**src/hw/rtl/mac_learning_forwarding_table_assert.svh**
```systemverilog
// Assertion macros for the MAC learning table
`ifndef MAC_LEARNING_FORWARDING_TABLE_ASSERT_SVH
`define MAC_LEARNING_FORWARDING_TABLE_ASSERT_SVH

// Implication checked on every clock edge outside reset
`define MLT_ASSERT_IMPL(label, clk, rst_n, ante, cons, msg) \
    label: assert property (@(posedge clk) disable iff (!rst_n) (ante) |-> (cons)) \
        else $error(msg);

// Next-cycle implication checked outside reset
`define MLT_ASSERT_NEXT(label, clk, rst_n, ante, cons, msg) \
    label: assert property (@(posedge clk) disable iff (!rst_n) (ante) |=> (cons)) \
        else $error(msg);

`endif

```
**src/hw/rtl/mlt_pkg.sv**
```systemverilog
// ----------------------------------------------------------------------------
// mlt_pkg
// Shared types and codes of the MAC learning forwarding table.
// ----------------------------------------------------------------------------
package mlt_pkg;

    localparam logic [2:0] OP_LEARN  = 3'd0;
    localparam logic [2:0] OP_STATIC = 3'd1;
    localparam logic [2:0] OP_LOOKUP = 3'd2;
    localparam logic [2:0] OP_CHADDR = 3'd3;
    localparam logic [2:0] OP_DELPRT = 3'd4;
    localparam logic [2:0] OP_DELDEV = 3'd5;
    localparam logic [2:0] OP_SWEEP  = 3'd6;
    localparam logic [2:0] OP_TICK   = 3'd7;

    localparam logic [2:0] ST_DONE    = 3'd0;
    localparam logic [2:0] ST_CREATED = 3'd1;
    localparam logic [2:0] ST_MISS    = 3'd2;
    localparam logic [2:0] ST_FULL    = 3'd3;
    localparam logic [2:0] ST_INVALID = 3'd4;

    localparam logic [1:0] MODE_BOTH = 2'd2;

    localparam logic [2:0] REG_MAX_ENTRIES  = 3'd0;
    localparam logic [2:0] REG_AGEING_TICKS = 3'd1;

    // One slot's info word: valid, local, port, device
    typedef struct packed {
        logic       valid;
        logic       local_f;
        logic [5:0] port;
        logic [3:0] dev;
    } t_info;

    // One slot as read from the table memories
    typedef struct packed {
        logic [47:0] mac;
        t_info       info;
        logic [31:0] expiry;
    } t_slot;

endpackage

```
**src/hw/rtl/mlt_ctrl.sv**
```systemverilog
// ----------------------------------------------------------------------------
// mlt_ctrl
// Operation sequencer: scans the slots one a cycle, then applies the
// single-slot write of learn, lookup and insert operations.
// ----------------------------------------------------------------------------
`include "mac_learning_forwarding_table_assert.svh"
module mlt_ctrl #(
    parameter int TABLE_ENTRIES = 256,
    parameter int AW = $clog2(TABLE_ENTRIES)
) (
    input  logic            i_clk,
    input  logic            i_rst_n,
    input  logic            i_in_valid,
    output logic            o_in_stall,
    input  logic [2:0]      i_opcode,
    input  logic [47:0]     i_mac_address,
    input  logic [3:0]      i_phys_device,
    input  logic [5:0]      i_port_id,
    input  logic            i_all_ports,
    input  logic [1:0]      i_local_mode,
    output logic            o_out_valid,
    input  logic            i_out_stall,
    output logic [2:0]      o_status,
    output logic [5:0]      o_dest_port,
    output logic [8:0]      o_removed_count,
    output logic [8:0]      o_live_count,
    input  logic [8:0]      i_max_entries,
    input  logic [15:0]     i_ageing_ticks,
    output logic [AW-1:0]   o_raddr,
    input  mlt_pkg::t_slot  i_rdata,
    output logic            o_we,
    output logic [AW-1:0]   o_waddr,
    output mlt_pkg::t_slot  o_wdata
);
    typedef enum logic [3:0] {
        S_IDLE = 4'b0001,
        S_SCAN = 4'b0010,
        S_FIN  = 4'b0100,
        S_OUT  = 4'b1000
    } t_state;

    localparam int CW = AW + 1;

    t_state      r_state, n_state;
    logic [2:0]  r_op;
    logic [47:0] r_mac;
    logic [3:0]  r_dev;
    logic [5:0]  r_port;
    logic        r_all;
    logic [1:0]  r_mode;
    logic [CW-1:0] r_idx;      // address issued this cycle
    logic        r_rd_vld;     // read data belongs to r_idx - 1
    logic [AW-1:0] r_rd_addr;
    logic [31:0] r_time;
    logic [CW-1:0] r_count;
    logic [8:0]  r_removed;
    logic        r_hit, r_free, r_cl;
    logic [AW-1:0] r_hit_addr, r_free_addr;
    mlt_pkg::t_info r_hit_info;
    logic        r_ov;
    logic [2:0]  r_status;
    logic [5:0]  r_dest;

    mlt_pkg::t_slot s;
    logic key_m, del_m, cl_m;
    logic [31:0] stamp, age;
    logic bad_addr, limit_hit;

    assign s     = i_rdata;
    assign stamp = r_time + {16'd0, i_ageing_ticks};
    assign age   = r_time - s.expiry;
    assign key_m = s.info.valid && s.mac == r_mac && s.info.dev == r_dev;
    assign cl_m  = s.info.valid && s.info.local_f && s.info.port == r_port;
    assign bad_addr = (r_mac == 48'd0) || r_mac[40];

    // insert operations drop the old entry during the scan; the freed slot
    // then competes for the lowest free slot
    always_comb begin
        case (r_op)
            mlt_pkg::OP_STATIC: del_m = !bad_addr && key_m;
            mlt_pkg::OP_CHADDR: del_m = (cl_m && !r_cl) || (!bad_addr && key_m);
            mlt_pkg::OP_DELPRT: del_m = s.info.valid && (r_all || s.info.port == r_port);
            mlt_pkg::OP_DELDEV: del_m = s.info.valid && s.info.dev == r_dev &&
                ((r_mode == mlt_pkg::MODE_BOTH) ||
                 (r_mode[1] == 1'b0 && s.info.local_f == r_mode[0]));
            mlt_pkg::OP_SWEEP:  del_m = s.info.valid && !s.info.local_f && !age[31];
            default:            del_m = 1'b0;
        endcase
    end

    assign limit_hit = (i_max_entries != 9'd0) && (32'(i_max_entries) <= 32'(r_count));

    assign o_in_stall = (r_state != S_IDLE);
    assign o_raddr    = r_idx[AW-1:0];

    always_comb begin
        n_state = r_state;
        unique case (r_state)
            S_IDLE: if (i_in_valid) n_state = (i_opcode == mlt_pkg::OP_TICK) ? S_OUT : S_SCAN;
            S_SCAN: if (r_rd_vld && r_rd_addr == AW'(TABLE_ENTRIES-1)) n_state = S_FIN;
            S_FIN:  n_state = S_OUT;
            S_OUT:  if (!i_out_stall) n_state = S_IDLE;
            default: n_state = S_IDLE;
        endcase
    end

    // scan-time writes (deletes, insert removals) and finish-time write
    always_comb begin
        o_we    = 1'b0;
        o_waddr = r_rd_addr;
        o_wdata = s;
        o_wdata.info.valid = 1'b0;
        if (r_state == S_SCAN && r_rd_vld && del_m) begin
            o_we = 1'b1;
        end else if (r_state == S_FIN) begin
            o_wdata.mac    = r_mac;
            o_wdata.expiry = stamp;
            o_wdata.info   = '{valid: 1'b1, local_f: 1'b0, port: r_port, dev: r_dev};
            unique case (r_op) inside
                mlt_pkg::OP_LEARN: begin
                    if (r_hit) begin
                        o_we = 1'b1; o_waddr = r_hit_addr;
                        o_wdata.info.local_f = r_hit_info.local_f;
                    end else if (r_free && !limit_hit) begin
                        o_we = 1'b1; o_waddr = r_free_addr;
                    end
                end
                mlt_pkg::OP_LOOKUP: begin
                    o_wdata.info = r_hit_info;
                    if (r_hit && !r_hit_info.local_f) begin
                        o_we = 1'b1; o_waddr = r_hit_addr;
                    end
                end
                mlt_pkg::OP_STATIC, mlt_pkg::OP_CHADDR: begin
                    o_wdata.info.local_f = 1'b1;
                    if (!bad_addr && r_free && !limit_hit) begin
                        o_we = 1'b1; o_waddr = r_free_addr;
                    end
                end
                default: o_we = 1'b0;
            endcase
        end
    end

    always_ff @(posedge i_clk) begin
        if (!i_rst_n) begin
            r_state <= S_IDLE; r_idx <= '0; r_rd_vld <= 1'b0; r_time <= '0;
            r_count <= '0; r_removed <= '0; r_hit <= 1'b0; r_free <= 1'b0;
            r_cl <= 1'b0; r_ov <= 1'b0; r_status <= '0; r_dest <= '0;
        end else begin
            r_state <= n_state;
            unique case (r_state)
                S_IDLE: begin
                    r_idx <= '0; r_rd_vld <= 1'b0; r_removed <= '0;
                    r_hit <= 1'b0; r_free <= 1'b0; r_cl <= 1'b0;
                    if (i_in_valid) begin
                        r_op <= i_opcode; r_mac <= i_mac_address; r_dev <= i_phys_device;
                        r_port <= i_port_id; r_all <= i_all_ports; r_mode <= i_local_mode;
                        if (i_opcode == mlt_pkg::OP_TICK) begin
                            r_time <= r_time + 32'd1;
                            r_ov <= 1'b1; r_status <= mlt_pkg::ST_DONE; r_dest <= '0;
                        end else begin
                            r_idx <= CW'(1); r_rd_vld <= 1'b1;
                        end
                    end
                    r_rd_addr <= '0;
                end
                S_SCAN: begin
                    r_rd_addr <= r_idx[AW-1:0];
                    r_rd_vld  <= (r_idx != CW'(TABLE_ENTRIES));
                    if (r_idx != CW'(TABLE_ENTRIES)) r_idx <= r_idx + 1'b1;
                    if (r_rd_vld) begin
                        if (key_m && !r_hit) begin
                            r_hit <= 1'b1; r_hit_addr <= r_rd_addr; r_hit_info <= s.info;
                        end
                        if ((!s.info.valid || del_m) && !r_free) begin
                            r_free <= 1'b1; r_free_addr <= r_rd_addr;
                        end
                        if (r_op == mlt_pkg::OP_CHADDR && cl_m && !r_cl) begin
                            r_cl <= 1'b1;
                        end
                        if (del_m) begin
                            r_count <= r_count - 1'b1; r_removed <= r_removed + 9'd1;
                        end
                    end
                end
                S_FIN: begin
                    r_ov <= 1'b1; r_dest <= '0; r_status <= mlt_pkg::ST_DONE;
                    unique case (r_op) inside
                        mlt_pkg::OP_LEARN: begin
                            if (!r_hit) begin
                                if (r_free && !limit_hit) begin
                                    r_status <= mlt_pkg::ST_CREATED; r_count <= r_count + 1'b1;
                                end else r_status <= mlt_pkg::ST_FULL;
                            end
                        end
                        mlt_pkg::OP_LOOKUP: begin
                            if (r_hit) r_dest <= r_hit_info.port;
                            else r_status <= mlt_pkg::ST_MISS;
                        end
                        mlt_pkg::OP_STATIC, mlt_pkg::OP_CHADDR: begin
                            if (bad_addr) begin
                                r_status <= mlt_pkg::ST_INVALID;
                            end else if (r_free && !limit_hit) begin
                                r_status <= mlt_pkg::ST_CREATED; r_count <= r_count + 1'b1;
                            end else begin
                                r_status <= mlt_pkg::ST_FULL;
                            end
                        end
                        default: r_status <= mlt_pkg::ST_DONE;
                    endcase
                end
                S_OUT: if (!i_out_stall) r_ov <= 1'b0;
                default: r_ov <= 1'b0;
            endcase
        end
    end

    assign o_out_valid     = r_ov;
    assign o_status        = r_status;
    assign o_dest_port     = r_dest;
    assign o_removed_count = r_removed;
    assign o_live_count    = 9'(r_count);

    `MLT_ASSERT_IMPL(a_ov_out, i_clk, i_rst_n, r_ov, r_state == S_OUT, "result outside output state")
    `MLT_ASSERT_IMPL(a_cnt_cap, i_clk, i_rst_n, 1'b1, r_count <= CW'(TABLE_ENTRIES), "count overflow")
    `MLT_ASSERT_NEXT(a_hold, i_clk, i_rst_n, r_ov && i_out_stall, $stable(r_status) && r_ov,
        "stalled result changed")
    `MLT_ASSERT_IMPL(a_we_busy, i_clk, i_rst_n, o_we, r_state == S_SCAN || r_state == S_FIN,
        "write while idle")
endmodule

```
**config.mk**
```make
export PLATFORM = sky130hd
export DESIGN_NAME = mlt_ctrl
export DESIGN_NICKNAME = d
export VERILOG_FILES = /design/src/hw/rtl/mlt_pkg.sv /design/src/hw/rtl/mlt_ctrl.sv
export VERILOG_INCLUDE_DIRS = /design/src /design/src/hw/rtl
export SDC_FILE = /design/constraint.sdc
export NUM_CORES = 1
export LEC_CHECK = 0
export BUFFER_PORTS_ARGS = -buffer_cell sky130_fd_sc_hd__buf_4
export CAP_MARGIN = 20
export CELL_PAD_IN_SITES_DETAIL_PLACEMENT = 0
export CELL_PAD_IN_SITES_GLOBAL_PLACEMENT = 1
export CORE_ASPECT_RATIO = 0.9
export CORE_MARGIN = 3
export CORE_UTILIZATION = 42
export DETAILED_ROUTE_END_ITERATION = 8
export PLACE_DENSITY_LB_ADDON = 0.1
export SLEW_MARGIN = 20
export SYNTH_ARGS = -nofsm -noshare
export SYNTH_HDL_FRONTEND = slang
export SYNTH_SLANG_ARGS = --single-unit
```
**constraint.sdc**
```tcl
create_clock -name i_clk -period 7.2 [get_ports i_clk]
set_input_delay 0.72 -clock i_clk [delete_from_list [all_inputs] [get_ports i_clk]]
set_output_delay 0.72 -clock i_clk [all_outputs]
set_load 0.01 [all_outputs]
```
==> results.md, run 1 <==
* Drt first pass iters at 5
* Yosys Warn Count at 0
* Vias in the first global route at 10470
* Worst-path clk slew at 0.07 ns
* Die width at 180.2 µm
* Peak VDD IR at 171.6 µV
* Max-cap violation count at 0
* RSZ-0062 raised after global routing: no
* Final setup violation count at 0
* Layout cells sized above 1 at 24.02%
* Postcts setup bufs at 0
* Wire per inst at about 19 µm
* CP startpoint kind: flop
* FFs w/ async S/R, synth at 0%
* Number of antenna diodes at 0
* Post-DP HPWL at 28990 µm
* Setup Crit Path Kind: flop to output port
* Core box area at roughly 26000 µm²
* R2r setup slk at about 3.6 ns
* Prevailing post-synth register cell: edfxtp_1
* Combinational share of power at roughly 18%
* Worst-path cell chain: ha_1, inv_1, fa_1, nand2b_1, a21oi_1, o211ai_2, a21oi_1, or4b_1, a31oi_2, or4_1, a31oi_1, buf_4
* Clock root cell: clkbuf_16
* Switch share at 27.05%
* Cts hold-fix bufs at 0
* HP Class: primary input to flop
* CTS tree: built
* CP Capture Type: output port
* Global-route wire length before repair at ~57000 µm
* Worst-margin pin slew at 0.9895 ns
* Num rows at 56
* Net Switching at roughly 0.7 mW
* Syn Nets at 1576
* Seq/Total Area, Yosys at 39.64%
* Int Pwr at 1.871 mW
* Tmin final at 4.447 ns
* Clock Power Share at 36.9%
* Height of the die at 162.7 µm
* Clock buffer count from CTS at 17
* Synthesized area per cell at 8.666 µm²
* Crit Path Max Fanout at 9
* TNS Setup at 0 ns
* Total length of routed wires at 36980 µm
* Rel. slew slack at 33.53%
* Clock Latency Late Sink at 0.43 ns
* Layout Utilization at 55.77%
* I/O pin cnt at 323
* Layout Skew at 0.01209 ns
* Data required, critical path at approximately 6.5 ns
* I/O Buffers at 322
* CP Data Arrival Time at 3.73 ns
* Clock sink total at 177
* Top achievable clock speed at 224.9 MHz
* Starting Density at 43.29%
* GPL Wtd Cong at 0.8702
* Number of synthesized register bits at between 150 and 200
* DR DRC count at 0
* Post-Syn Instances at 1323
* Tcrit/Tclk final at 61.77%
* Vias at about 11000
* Die area at ~29000 µm²
* Distinct cells, synth at 74
* Final count of hold timing violations at 0
* All-Layer GR Usage at 24.58%
* Sequential power share at 45.1%
* Remaining Overflow, GRT at 0
* Slowest CP cell: dfxtp_1
* Nets@finish at 1872
* Pwr dens at 173.6 nW/µm²
* Mapped cell area at roughly 11000 µm²
* Post-synth EDFFs at 100
* Status: finished clean
* Detailed Route Iter0 Violations at 727
* Largest stage delay, worst path at 0.48 ns
* Initial antenna violation count at 0
* Post-DR vias/cell at 5.386
* Critical path's most frequent cell: a21oi_1
* Slew Limit Fails at 0
* LEAKAGE at between 6 and 7 nW
* H-tree Lvls at 4
* Final ANT Viol Nets at 0
* Deepest clock path buffer count at 2
* Area Overhead vs Synth at 28.83%
* Post-CTS sizing at 0
* Largest net degree at the start of global routing at 88
==> final cells by class <==
class | instances | area (µm²)
Inverter | 69 | 260.3
Tap cell | 348 | 435.4
Multi-Input combinational cell | 1021 | 6432
Clock inverter | 11 | 127.6
Timing Repair Buffer | 333 | 2500
Fill cell | 2524 | 11720
Sequential cell | 177 | 4544
Clock buffer | 21 | 470.5
==> per-layer routing <==
metal	wire, µm	up-vias	GRT usage, %
met5	0	-	0
met4	879	0	7.429
met3	2830	53	6.923
met2	17630	345	41.77
met1	15630	4938	30.67
li1	-	5328	-
==> stage by stage <==
stage	instances	cell area [µm²]	setup WS [ns]	hold WS [ns]	power, mW
5_1_grt	1980	14770	2.468	0.4388	2.668
4_1_cts	1980	14770	2.723	0.4384	2.584
3_3_place_gp	1948	14170	3.005	0.4432	1.634
2_1_floorplan	1323	11460	2.797	0.4331	1.404
3_5_place_dp	1948	14170	2.949	0.4466	1.639
6_report	1980	14770	2.753	0.4560	2.564
==> sequential cells by signal, indices dropped and copies added, names as in the netlist, 6 cells and up <==
register / cells
o_dest_port: 6
o_live_count: 9
o_removed_count: 9
r_free_addr: 8
r_hit_addr: 8
r_hit_info: 12
r_idx: 9
r_mac: 48
r_port: 6
r_rd_addr: 8
r_time: 32
==> cell families after synthesis <==
logic type / count (synthesis) / share of synthesized area [%]
AOI/OAI and AO/OA: 262 / 14.74
buffers and inverters: 125 / 4.464
muxes: 21 / 1.833
and+or+nand+nor: 559 / 23.29
xor gates and xnor gates: 111 / 8.480
adders and majority gates: 68 / 7.552
DFF: 177 / 39.64
==> cells in the final DEF (no fill, tap or decap), types with 7 or more instances in the layout <==
master	count
a21oi_1	88
nor4_1	25
or3_1	24
a32oi_1	15
xnor2_1	75
mux2i_1	21
nor2b_1	8
and2_1	12
nand3_1	37
nor3_1	13
nand4_1	44
a21o_1	20
ha_1	66
nand2b_1	17
edfxtp_1	100
xor2_1	36
nand2_1	240
o31ai_1	7
o21a_1	9
o22ai_1	10
dfxtp_1	77
and3_1	13
o211ai_1	7
inv_1	66
nor2_1	93
clkbuf_16	17
buf_4	333
o21ai_0	57
==> worst paths after layout <==
kind	start	end	cells past startpoint
worst max-delay path	r_time[0]	o_wdata[30]	12
worst min-delay path	i_mac_address[11]	r_mac[11]	1
worst max register to register	r_time[22]	r_free_addr[5]	8
worst min register to register	r_cl	r_cl	1
==> power by group through the flow <==
stage	registers (mW)	logic, mW	clock network (mW)
after floorplan	1.17	0.234	0
after global placement	1.18	0.456	0
after detailed placement	1.18	0.460	0
after CTS	1.16	0.462	0.965
after global routing	1.16	0.502	1.00
final	1.16	0.459	0.947
==> synthesized netlist by cell type (all sizes together) (4+ instances only) <==
| library cell | n | area (µm²) |
|---|---|---|
| a211o | 4 | 35.03 |
| a211oi | 6 | 50.05 |
| a21o | 21 | 158.9 |
| a21oi | 88 | 440.4 |
| a31oi | 5 | 37.53 |
| a32oi | 15 | 131.4 |
| and2 | 13 | 82.58 |
| and3 | 13 | 81.33 |
| and4 | 6 | 55.05 |
| buf | 18 | 110.1 |
| clkbuf | 38 | 142.6 |
| dfxtp | 77 | 1541 |
| edfxtp | 100 | 3003 |
| ha | 66 | 825.8 |
| inv | 69 | 259.0 |
| mux2i | 21 | 210.2 |
| nand2 | 242 | 913.4 |
| nand2b | 17 | 106.4 |
| nand3 | 38 | 195.2 |
| nand4 | 44 | 275.3 |
| nor2 | 94 | 352.8 |
| nor2b | 8 | 50.05 |
| nor3 | 17 | 100.1 |
| nor4 | 25 | 156.4 |
| o211ai | 8 | 65.06 |
| o21a | 9 | 67.56 |
| o21ai | 61 | 305.3 |
| o21bai | 4 | 30.03 |
| o22ai | 10 | 62.56 |
| o31ai | 7 | 52.55 |
| or2 | 6 | 37.54 |
| or3 | 24 | 150.1 |
| or4 | 4 | 30.03 |
| xnor2 | 75 | 656.9 |
| xor2 | 36 | 315.3 |
==> worst max-delay path: cells and delay by family, from the launching register on <==
kind | cells | cell delay (ns)
AO/OA/AOI/OAI | 5 | 1.10
adder cells (fa/ha/maj) | 2 | 0.64
buffers and inverters | 2 | 0.21
flip-flops | 1 | 0.48
AND/OR/NAND/NOR | 3 | 0.87
(Power assumes the default switching activity.)
==> inputs of run 2 (changes only) <==
Settings changed: CORE_UTILIZATION 42 to 35.
Clock period 7.2 ns to 4 ns, I/O delays scaled along.
==> results.md, run 2 (same netlist as run 1, synthesis figures left out) <==
* Cts hold-fix bufs at 0 (unchanged)
* Hold path cells at 1 (unchanged)
* Peak VDD IR at 304.5 µV (+77%)
* I/O pin cnt at 323 (unchanged)
* Area of the multi-input gates at 6452 µm² (+0.31%)
* Vias in the first global route at 10490 (+0.15%)
* CP Capture Type: output port
* Cell area after placement at 14320 µm² (+1.0%)
* Rel. slew slack at 24.42% (-9.1 points)
* Clock root cell: clkbuf_16
* Die width at 196.8 µm (+9.2%)
* LEAKAGE at 6.305 nW (+0.70%)
* Clock sink total at 177 (unchanged)
* Largest net degree at the start of global routing at 79 (-10%)
* Worst-path clk slew at 0.08 ns (about the same)
* Final instance area at 14930 µm² (+1.1%)
* Largest regs: r_mac x48, r_time x32, r_hit_info x12
* Total length of routed wires at 39440 µm (+6.7%)
* I/O Buffers at 322 (unchanged)
* Postcts setup bufs at 0 (unchanged)
* Detailed Route Iter0 Violations at 572 (-21%)
* Layout Skew at 0.01341 ns (+0.001320 ns)
* Tmin final at 3.773 ns
* CP startpoint kind: flop
* Remaining Overflow, GRT at 0 (unchanged)
* GPL Wtd Cong at 0.8562 (-1.6%)
* Core box area at 32120 µm² (+21%)
* Status: finished clean
* FF+latch area at 4547 µm² (about the same)
* Slew Limit Fails at 0 (unchanged)
* RSZ-0062 raised after global routing: no
* Post-DR vias/cell at 5.155 (-4.3%)
* Most frequent cells in the layout: 341 x buf_4, 240 x nand2_1, 100 x edfxtp_1
* DR DRC count at 0 (unchanged)
* Max-cap violation count at 0 (unchanged)
* All-Layer GR Usage at 22.25% (-2.3 points)
* Area Overhead vs Synth at 30.24%
* Pwr dens at 309.4 nW/µm² (+78%)
* Commonest non-fill, non-tap cell in the layout: buf_4
* Filler cells at 3186 (+26%)
* Reg with most FFs: r_mac
* Largest register FFs at 48 (unchanged)
* Top achievable clock speed at 265.1 MHz
* Height of the die at 177.7 µm (+9.2%)
* Crit Path Max Fanout at 8 (-1)
* Initial antenna violation count at 0 (unchanged)
* Post-DP HPWL at 31010 µm (+7.0%)
* Worst-margin pin slew at 1.125 ns (+0.1356 ns)
* Die area at 34970 µm² (+19%)
* Setup Crit Path Kind: flop to output port
* Clock buffer count from CTS at 17 (unchanged)
* CP Data Arrival Time at 3.37 ns (-0.36 ns)
* Wire per inst at 19.18 µm (+2.7%)
* Clock Latency Late Sink at 0.45 ns (+0.02 ns)
* H-tree Lvls at 4 (unchanged)
* Data required, critical path at 3.60 ns (-2.88 ns)
* Drt first pass iters at 5 (unchanged)
* Tcrit/Tclk final at 94.32%
* Final ANT Viol Nets at 0 (unchanged)
* TNS Setup at 0 ns (unchanged)
* HP Class: primary input to flop
* Reg2Reg Depth at 11 (+3)
* CTS tree: built
* Layout cells sized above 1 at 24.82% (+0.80 points)
* Nets@finish at 1880 (+0.43%)
* Final setup violation count at 0 (unchanged)
* Final count of hold timing violations at 0 (unchanged)
* Deepest clock path buffer count at 2 (unchanged)
* Starting Density at 35.70% (-7.6 points)
* Global-route wire length before repair at 60430 µm (+5.8%)
* Vias at 10600 (-0.56%)
* Num rows at 62 (+11%)
## run 2: timing repair
item / in CTS / in global routing
gates resized for setup: 2 / 4
endpoints found under the setup margin: 4 / 7
pin swaps: 0 / 0
## run 2: worst max-delay path: stages (launching register included)
cell      delay (ns)
edfxtp_1        0.48
nor4_1          0.37
nand4_1         0.27
o31a_1          0.46
inv_1           0.15
a211oi_1        0.07
o21ai_1         0.63
a21oi_1         0.08
o22ai_1         0.25
buf_4           0.16
## run 2: power by group
part           internal, mW  total, mW  leakage, nW  switching, mW
clock network         0.842       1.70        0.283          0.860
registers              2.01       2.08         1.54         0.0726
logic                 0.381      0.834         4.48          0.453
## run 2: path summary, 6_finish.rpt
check	start	end	slack (ns)
setup / recovery	r_mac[4]	o_waddr[0]	0.23
hold / removal	i_mac_address[21]	r_mac[21]	0.12
setup reg to reg	r_state[2]	o_live_count[8]	0.71
hold reg to reg	o_status[1]	o_status[1]	0.47
## run 2: area by class of cell
class,instances,area share (%)
clock buffers,17,2.849
multi-input cells,1021,43.21
inverters,69,1.743
flip-flops and latches,177,30.45
repair buffers,341,17.14
clock inverters,15,1.098
well taps,416,3.486
diodes,1,0.01676
## run 2: stage by stage
step                std cells  hold slack [ns]  utilization [%]  setup WS (ns)  total power, mW
floorplan                1323           0.4331                -         0.4347            2.525
global placement         2024           0.4477            44.58         0.3759            2.961
detailed placement       2024           0.4517            44.58         0.3438            2.964
CTS                      2056           0.1030            46.44        0.05335            4.675
global route             2056           0.1036            46.49        0.04940            4.826
finish                   2057           0.1242            46.49         0.2272            4.619
## run 2: routing by layer
metal | global-route usage (%) | share of wire, % | up-vias
li1 | - | - | 5340
met1 | 29.20 | 45 | 4919
met2 | 36.60 | 47 | 309
met3 | 5.847 | 6.3 | 36
met4 | 5.790 | 1.9 | 0
met5 | 0 | 0 | -
